**src/p1305_pkg.sv**
```systemverilog
// Shared types and constants for the Poly1305 authenticator.
// No dependencies; imported by every module of the block.
package p1305_pkg;

  localparam int LIMB_W = 26;
  localparam int NLIMB = 5;
  localparam int SUM_W = 27;
  localparam int R5_W = 29;
  localparam int PROD_W = SUM_W + R5_W;
  localparam int ACC_W = 60;

  localparam logic [63:0] CLAMP_LO = 64'h0ffffffc0fffffff;
  localparam logic [63:0] CLAMP_HI = 64'h0ffffffc0ffffffc;

  localparam logic [1:0] REG_R_LOW = 2'd0;
  localparam logic [1:0] REG_R_HIGH = 2'd1;
  localparam logic [1:0] REG_S_LOW = 2'd2;
  localparam logic [1:0] REG_S_HIGH = 2'd3;

  typedef logic [LIMB_W-1:0] limb_t;
  typedef logic [SUM_W-1:0] sum_limb_t;
  typedef logic [R5_W-1:0] r5_limb_t;
  typedef logic [ACC_W-1:0] dacc_t;

endpackage

```
**src/p1305_pad.sv**
```systemverilog
// Message block padding and split into 26-bit limbs.
// Depends on p1305_pkg.
module p1305_pad import p1305_pkg::*; (
  input  logic [63:0] block_low,
  input  logic [63:0] block_high,
  input  logic [4:0]  valid_bytes,
  output limb_t       m_limb [NLIMB]
);

  logic [4:0]   nc;
  logic [127:0] raw;
  logic [128:0] m;

  always_comb begin
    nc = (valid_bytes > 5'd16) ? 5'd16 : valid_bytes;
    raw = {block_high, block_low};
    m = '0;
    for (int b = 0; b < 16; b++) begin
      if (5'(b) < nc) begin
        m[8*b +: 8] = raw[8*b +: 8];
      end else if (5'(b) == nc) begin
        m[8*b +: 8] = 8'h01;
      end
    end
    m[128] = (nc == 5'd16);
    for (int k = 0; k < NLIMB - 1; k++) begin
      m_limb[k] = m[LIMB_W*k +: LIMB_W];
    end
    m_limb[NLIMB-1] = limb_t'(m[128:104]);
  end

endmodule

```
**config.mk**
```make
export PLATFORM = sky130hd
export DESIGN_NAME = p1305_pad
export DESIGN_NICKNAME = d
export VERILOG_FILES = /design/src/p1305_pkg.sv /design/src/p1305_pad.sv
export SDC_FILE = /design/constraint.sdc
export NUM_CORES = 1
export LEC_CHECK = 0
export BUFFER_PORTS_ARGS = -buffer_cell sky130_fd_sc_hd__clkbuf_2
export CAP_MARGIN = 20
export CORE_AREA = 10 10 95 97
export DETAILED_ROUTE_END_ITERATION = 6
export DIE_AREA = 0 0 105 107
export PLACE_DENSITY_LB_ADDON = 0.1
export SLEW_MARGIN = 10
export SYNTH_ARGS = -nofsm -noshare
export SYNTH_HDL_FRONTEND = slang
export SYNTH_SLANG_ARGS = --single-unit
```
**constraint.sdc**
```tcl
create_clock -name vclk -period 2.1
set_input_delay 0.42 -clock vclk [all_inputs]
set_output_delay 0.42 -clock vclk [all_outputs]
set_load 0.01 [all_outputs]
```
==> impl_metrics.toml <==
[run_status]
outcome = "finished clean"

[critical_path]
cpLargestDelayFamily = "simple AND/OR/NAND/NOR gates"
arrival_ps = 1560
slowest_delay_ps = 330
start_kind = "input port"
setup.worst_path.class = "in2out"
end_kind = "primary output"
critPathBufInv = 2
crit_required_ps = 1680
slowest_stage = "mux2_4"
crit_top_cell = "clkbuf_2"
path_cells = "clkbuf_2, or2_4, nor3_4, mux2_4, clkbuf_2"
cp_max_fo = 9

[placement]
dp_hpwl_um = 7970
port-buffer-count = 262
dp_slack_ps = 62.5
gp_congestion = 0.803
postPlaceCellArea_sq_mm = 0.00262

[routing]
ant_nets = 0
wl_per_cell_um = 15.4
drt-vias-per-instance = 3.93
drt-total-wl_um = 8420
first_pass_iters = 4
vias = 2153
drtIter0Drc = 45
route.detailed.drc = 0

[sta]
hold_ws_ps = 1100
max_freq_mhz = 505
setup-violations-final = 0
rsz0062_at_grt = "yes"
maxSlewViolCount = 0
period_needed_ps = 1980
hold_violations = 0
timing.final.crit_share = 0.943
fin_ws_ps = 119

[cells_and_area]
drive_gt1_frac = 0.639
nets = 584
area_growth_pct = 127
insertedDiodeCount = 0
clockBufferCount = 0
nFillCells = 830
seqCellArea_sq_um = 0
seq_cells = 0
final_area_sq_mm = 0.00264
final_util = 0.370

[floorplanning]
initial_core_util = 0.163
dieArea_sq_mm = 0.0112
num_rows = 31
core_area_sq_mm = 0.00714
io_pins = 263
die_w_um = 105
die_h_um = 107

[synthesis]
yosys_warnings = 0
yosysUniqueCellTypes = 31
postSynthCellCount = 188
synth_area_sq_mm = 0.00116
syn_area_per_cell_sq_um = 6.20
synth_nets = 321
ys_seq_area_frac = 0

[clocking]
holdBufCountCts = 0
postCtsSetupBuffers = 0

[global_routing]
grtUsageTotal = 0.135
grt_pass1_wl_um = 12600
grt.overflow.total = 0
grt_max_degree = 23
grt_pass1_vias = 2336
antenna_found_initial = 0

[pwr]
leakage_nw = 1.60
power.density_mw_per_mm2 = 224
ir_worst_vdd_uv = 72.4

[min_path]
min_path_type = "in2out"

[run]
drv_cap = 0
cell families after synthesis:
| logic type | synth area share |
|---|---|
| compound gates | 0.157 |
| buf+inv | 0.0623 |
| mux | 0.0226 |
| other cells | 0.00322 |
| simple gates | 0.755 |
layer usage:
layer	up-vias	track usage	part of all wire
li1	1116	-	-
met4	0	0	0
met1	901	0.128	0.34
met5	-	0	0
met3	0	0.0665	0.13
met2	136	0.268	0.53
repair_timing:
item                       4_1_cts  5_1_grt
hold endpoints to repair         0        0
gates resized for setup          0        4
setup endpoints to repair        0       18
final cells by class:
cell class	count	area, sq um	area share
timing repair buffer	272	1390	0.525
multi-input combinational	173	1110	0.422
tap	99	124	0.0469
inverter	4	15.0	0.00569
power breakdown:
part           internal (mW)  switching [mW]
logic                  0.291           0.301
clock network              0               0
registers                  0               0
Yosys cell counts (all sizes together):
master | instances | area share
inv | 4 | 0.013
o2111ai | 1 | 0.0075
a31oi | 3 | 0.034
nand2b | 2 | 0.011
a21oi | 11 | 0.063
nand2 | 8 | 0.026
nor3 | 3 | 0.027
or2 | 3 | 0.018
mux2 | 2 | 0.023
nor2 | 11 | 0.035
a22oi | 1 | 0.0064
nor2b | 82 | 0.44
or3 | 1 | 0.0054
a21o | 2 | 0.013
o21ai | 4 | 0.017
clkbuf | 2 | 0.0064
nand3 | 4 | 0.017
a22o | 2 | 0.015
and2 | 29 | 0.16
conb | 1 | 0.0032
buf | 9 | 0.043
and2b | 3 | 0.019
through the flow:
stage	instances	power, mW	setup TNS (ps)
global route	548	0.657	-10.3
global placement	548	0.602	0
floorplan	188	0.277	0
detailed placement	548	0.602	0
finish	548	0.592	0
CTS	548	0.603	0
worst paths after layout:
path / startpoint / endpoint / depth (start not counted)
max: valid_bytes[4] / m_limb[112] / 5
min: valid_bytes[4] / m_limb[24] / 2
layout by cell type, fill, tap and decap left out, types with 2 or more instances in the layout:
| master | count |
|---|---|
| clkbuf_2 | 262 |
| nor2b_1 | 82 |
| and2_1 | 29 |
| nor2_1 | 11 |
| buf_4 | 10 |
| nand2_1 | 8 |
| a21oi_2 | 5 |
| a21oi_1 | 5 |
| nand3_1 | 4 |
| o21ai_0 | 4 |
| inv_1 | 4 |
| and2b_1 | 3 |
| nor3_4 | 2 |
| nand2b_1 | 2 |
| a21o_1 | 2 |
| a22o_1 | 2 |
Note: power is estimated with default switching activity, not from simulation.
