### config.mk
export PLATFORM = sky130hd
export DESIGN_NAME = p1305_mul
export DESIGN_NICKNAME = d
export VERILOG_FILES = /design/src/p1305_pkg.sv /design/src/p1305_mul.sv
export SDC_FILE = /design/constraint.sdc
export NUM_CORES = 2
export LEC_CHECK = 0
export ABC_AREA = 1
export ABC_CLOCK_PERIOD_IN_PS = 23100
export BUFFER_PORTS_ARGS = -buffer_cell sky130_fd_sc_hd__buf_2
export CAP_MARGIN = 15
export CORE_AREA = 5 5 240 242
export DETAILED_ROUTE_END_ITERATION = 8
export DIE_AREA = 0 0 245 247
export PLACE_DENSITY = 0.66
export SLEW_MARGIN = 20
export SYNTH_ARGS = -nofsm -noshare
export SYNTH_HDL_FRONTEND = slang
export SYNTH_SLANG_ARGS = --single-unit
### constraint.sdc
create_clock -name vclk -period 23.1
set_input_delay 4.62 -clock vclk [all_inputs]
set_output_delay 4.62 -clock vclk [all_outputs]
set_load 0.02 [all_outputs]
### src/p1305_pkg.sv
// Shared types and constants for the Poly1305 authenticator.
// No dependencies; imported by every module of the block.
package p1305_pkg;

  localparam int LIMB_W = 26;
  localparam int NLIMB = 5;
  localparam int SUM_W = 27;
  localparam int R5_W = 29;
  localparam int PROD_W = SUM_W + R5_W;
  localparam int ACC_W = 60;

  localparam logic [63:0] CLAMP_LO = 64'h0ffffffc0fffffff;
  localparam logic [63:0] CLAMP_HI = 64'h0ffffffc0ffffffc;

  localparam logic [1:0] REG_R_LOW = 2'd0;
  localparam logic [1:0] REG_R_HIGH = 2'd1;
  localparam logic [1:0] REG_S_LOW = 2'd2;
  localparam logic [1:0] REG_S_HIGH = 2'd3;

  typedef logic [LIMB_W-1:0] limb_t;
  typedef logic [SUM_W-1:0] sum_limb_t;
  typedef logic [R5_W-1:0] r5_limb_t;
  typedef logic [ACC_W-1:0] dacc_t;

endpackage

### src/p1305_mul.sv
// Shared limb multiplier: one 27 by 29 bit product per cycle.
// Depends on p1305_pkg.
module p1305_mul import p1305_pkg::*; (
  input  sum_limb_t          a,
  input  r5_limb_t           b,
  output logic [PROD_W-1:0]  p
);

  assign p = PROD_W'(a) * PROD_W'(b);

endmodule
==> impl_metrics.xml <==
<?xml version="1.0" encoding="UTF-8"?>
<metrics>
  <group name="outcome">
    <metric name="outcome" unit="">finished clean</metric>
  </group>
  <group name="timing">
    <metric name="fin_crit_sh" unit="">0.682</metric>
    <metric name="max_slew_margin" unit="">0.467</metric>
    <metric name="shortest_period_the_worst_path_allows" unit="ns">15.76</metric>
    <metric name="worst_slew_pin_slew" unit="ns">0.800</metric>
    <metric name="unrepaired_setup_endpoints_after_global_routing" unit="">false</metric>
    <metric name="final_max_slew_viol_count" unit="">0</metric>
    <metric name="maxClockFrequency" unit="MHz">63.4</metric>
    <metric name="minimum_hold_slack" unit="ns">9.88</metric>
    <metric name="finalHoldViolations" unit="">0</metric>
    <metric name="setup-violations-final" unit="">0</metric>
    <metric name="timing.setup.tns" unit="ns">0</metric>
  </group>
  <group name="global_routing">
    <metric name="globalRouteOverflowTotal" unit="">0</metric>
    <metric name="grt_pass1_wl" unit="µm">119000</metric>
    <metric name="vias_in_the_first_global_route" unit="">22397</metric>
    <metric name="antenna_found_initial" unit="">0</metric>
    <metric name="pin_count_of_the_biggest_net_entering_global_routing" unit="">30</metric>
    <metric name="grt_usage" unit="">0.246</metric>
  </group>
  <group name="setup_path">
    <metric name="slowest_delay" unit="ns">0.58</metric>
    <metric name="arrival" unit="ns">11.14</metric>
    <metric name="cp_slowest_cell" unit="">sky130_fd_sc_hd__fa_1</metric>
    <metric name="cp-end-kind" unit="">primary output</metric>
    <metric name="critical_path_buf_inv_count" unit="">8</metric>
    <metric name="crit_chain" unit="">buf_2 &gt; nand2_1 &gt; fa_1 &gt; inv_1 &gt; fa_1 &gt; inv_1 &gt; fa_1 &gt; fa_1 &gt; inv_1 &gt; fa_1 &gt; fa_1 &gt; inv_1 &gt; fa_1 &gt; inv_1 &gt; ha_1 &gt; nand2_1 &gt; nand2_1 &gt; a21oi_1 &gt; nand2_1 &gt; inv_1 &gt; nand2_1 &gt; a21oi_1 &gt; xnor2_1 &gt; buf_2</metric>
    <metric name="worst_setup_path_start_kind" unit="">input pin</metric>
    <metric name="cell_family_with_most_cp_delay" unit="">adder cells</metric>
    <metric name="worstPathMaxFanout" unit="">27</metric>
    <metric name="cp_data_required_time" unit="ns">18.48</metric>
    <metric name="worst-setup-path-type" unit="">input pin to primary output</metric>
    <metric name="timing.critical_path.mode_cell" unit="">sky130_fd_sc_hd__fa_1</metric>
  </group>
  <group name="final_layout">
    <metric name="layout.cell_area.non_filler" unit="mm²">0.0281</metric>
    <metric name="clkbuf_count" unit="">0</metric>
    <metric name="finish.cell_count_without_fillers" unit="">4385</metric>
    <metric name="antenna-diode-count" unit="">0</metric>
    <metric name="drive_gt1_frac" unit="">0.0527</metric>
    <metric name="total_area_of_sequential_cells" unit="µm²">0</metric>
    <metric name="layout-area-overhead-vs-synth" unit="%">3.00</metric>
    <metric name="nFlopsAndLatches" unit="">0</metric>
    <metric name="final_net_count" unit="">4608</metric>
  </group>
  <group name="clock_network">
    <metric name="cts-hold-fix-buffers" unit="">0</metric>
    <metric name="cts_setup_buffers" unit="">0</metric>
    <metric name="ctsResizeCount" unit="">0</metric>
  </group>
  <group name="route">
    <metric name="detail_route.first_pass.iterations" unit="">6</metric>
    <metric name="post-route-drc-count" unit="">0</metric>
    <metric name="routed_wire_length_per_instance" unit="µm">16.3</metric>
    <metric name="vias" unit="">21426</metric>
    <metric name="post_drt_via_cell_ratio" unit="">4.89</metric>
    <metric name="ant_nets" unit="">0</metric>
    <metric name="drt_iter0_markers" unit="">1301</metric>
    <metric name="drt_wl_total" unit="µm">71500</metric>
  </group>
  <group name="synthesis">
    <metric name="yosys_warnings" unit="">0</metric>
    <metric name="synth.net_count" unit="">4661</metric>
    <metric name="post_synth.cell_area_avg" unit="µm²">7.31</metric>
    <metric name="synthesis.instances" unit="">3736</metric>
    <metric name="synthDistinctLibCells" unit="">32</metric>
    <metric name="synth_area" unit="mm²">0.0273</metric>
    <metric name="synth.yosys.seq_area_share" unit="">0</metric>
  </group>
  <group name="floorplanning">
    <metric name="die_h" unit="µm">247</metric>
    <metric name="die_w" unit="µm">245</metric>
    <metric name="pin_count" unit="">112</metric>
    <metric name="die_area" unit="mm²">0.0605</metric>
    <metric name="core-area" unit="mm²">0.0549</metric>
    <metric name="floorplan.rows" unit="">86</metric>
    <metric name="starting_utilization_of_the_core_area" unit="">0.498</metric>
  </group>
  <group name="placement">
    <metric name="placedCellCount" unit="">4385</metric>
    <metric name="port_buffers" unit="">112</metric>
    <metric name="dpl_cell_area" unit="mm²">0.0281</metric>
    <metric name="gp_congestion" unit="">0.968</metric>
    <metric name="dpl.hpwl" unit="µm">60000</metric>
  </group>
  <group name="hold_path">
    <metric name="hold_path_class" unit="">input pin to primary output</metric>
  </group>
  <group name="run">
    <metric name="drv.max_cap_violation_count" unit="">0</metric>
  </group>
</metrics>
-- synthesized netlist by cell type, types with 2 or more instances --
master	count	share of area
sky130_fd_sc_hd__inv_1	1250	0.17
sky130_fd_sc_hd__nand2_1	1157	0.16
sky130_fd_sc_hd__fa_1	674	0.49
sky130_fd_sc_hd__ha_1	195	0.089
sky130_fd_sc_hd__clkbuf_1	152	0.021
sky130_fd_sc_hd__nor2_1	66	0.0091
sky130_fd_sc_hd__nand3_1	42	0.0077
sky130_fd_sc_hd__a21oi_1	33	0.0060
sky130_fd_sc_hd__nor2_2	28	0.0064
sky130_fd_sc_hd__xor2_1	26	0.0083
sky130_fd_sc_hd__nand2_2	20	0.0046
sky130_fd_sc_hd__buf_1	16	0.0022
sky130_fd_sc_hd__inv_2	13	0.0018
sky130_fd_sc_hd__nand4_1	11	0.0025
sky130_fd_sc_hd__nor3_2	8	0.0029
sky130_fd_sc_hd__xnor2_1	8	0.0026
sky130_fd_sc_hd__nor2_4	5	0.0021
sky130_fd_sc_hd__o21bai_1	5	0.0014
sky130_fd_sc_hd__a21boi_0	3	0.00082
sky130_fd_sc_hd__nand3_2	3	0.0011
sky130_fd_sc_hd__nand3b_1	3	0.00082
sky130_fd_sc_hd__nor3_1	3	0.00055
sky130_fd_sc_hd__a21o_1	2	0.00055
sky130_fd_sc_hd__nand3b_2	2	0.00082
sky130_fd_sc_hd__nor4_1	2	0.00046
sky130_fd_sc_hd__o21a_1	2	0.00055
sky130_fd_sc_hd__o21ai_0	2	0.00037
-- cell families (layout without fill, tap and decap cells) --
group	Yosys count	after routing	synth area share
adders and majority gates	869	869	0.583
and+or+nand+nor	1352	1352	0.199
xor gates and xnor gates	34	34	0.0109
buffers and inverters	1432	1377	0.197
AOI/OAI and AO/OA	49	49	0.0102
-- layout by cell type, fill, tap and decap left out, types with 5 or more instances in the layout --
cell                       netlist  routed
sky130_fd_sc_hd__ha_1          195     195
sky130_fd_sc_hd__inv_1        1250    1250
sky130_fd_sc_hd__nand2_1      1157    1157
sky130_fd_sc_hd__xor2_1         26      26
sky130_fd_sc_hd__inv_2          13      13
sky130_fd_sc_hd__nor2_1         66      66
sky130_fd_sc_hd__o21bai_1        5       5
sky130_fd_sc_hd__a21oi_1        33      33
sky130_fd_sc_hd__xnor2_1         8       8
sky130_fd_sc_hd__nor2_2         28      28
sky130_fd_sc_hd__nand4_1        11      11
sky130_fd_sc_hd__nand2_2        20      20
sky130_fd_sc_hd__nor2_4          5       5
sky130_fd_sc_hd__buf_2           0     112
sky130_fd_sc_hd__nand3_1        42      42
sky130_fd_sc_hd__fa_1          674     674
sky130_fd_sc_hd__nor3_2          8       8
-- tightest hold or removal path: stages --
cell and delay [ns]:
sky130_fd_sc_hd__buf_2 0.10, sky130_fd_sc_hd__buf_4 0.25, sky130_fd_sc_hd__nand2_1 0.11, sky130_fd_sc_hd__inv_1 0.03, sky130_fd_sc_hd__buf_2 0.15
-- cell type report --
class	instances	area (µm²)
fill	5412	26700
multi-input combinational	2304	21900
inverter	1264	4740
tap	704	881
timing repair buffer	113	568
-- metal layers --
| metal | global-route usage | routed length [µm] | up-vias |
|---|---|---|---|
| li1 | - | - | 10028 |
| met1 | 0.344 | 31000 | 10716 |
| met2 | 0.420 | 34600 | 582 |
| met3 | 0.0279 | 4280 | 100 |
| met4 | 0.0493 | 1620 | 0 |
| met5 | 0 | 0 | - |
-- through the flow --
stage / utilization / setup slack [ns]
detailed placement: 0.513 / 7.30
global route: 0.513 / 7.06
global placement: 0.513 / 7.32
floorplan: - / 8.12
CTS: 0.513 / 7.30
finish: 0.513 / 7.34
-- path summary, 6_finish.rpt --
check | startpoint | to | slack [ns] | cells after the start
min | b[0] | p[0] | 9.88 | 5
max | b[20] | p[30] | 7.34 | 24
Power is left out: the tool's default activity adds up to more than one toggle a clock period on the data nets, which glitch-free logic cannot reach.
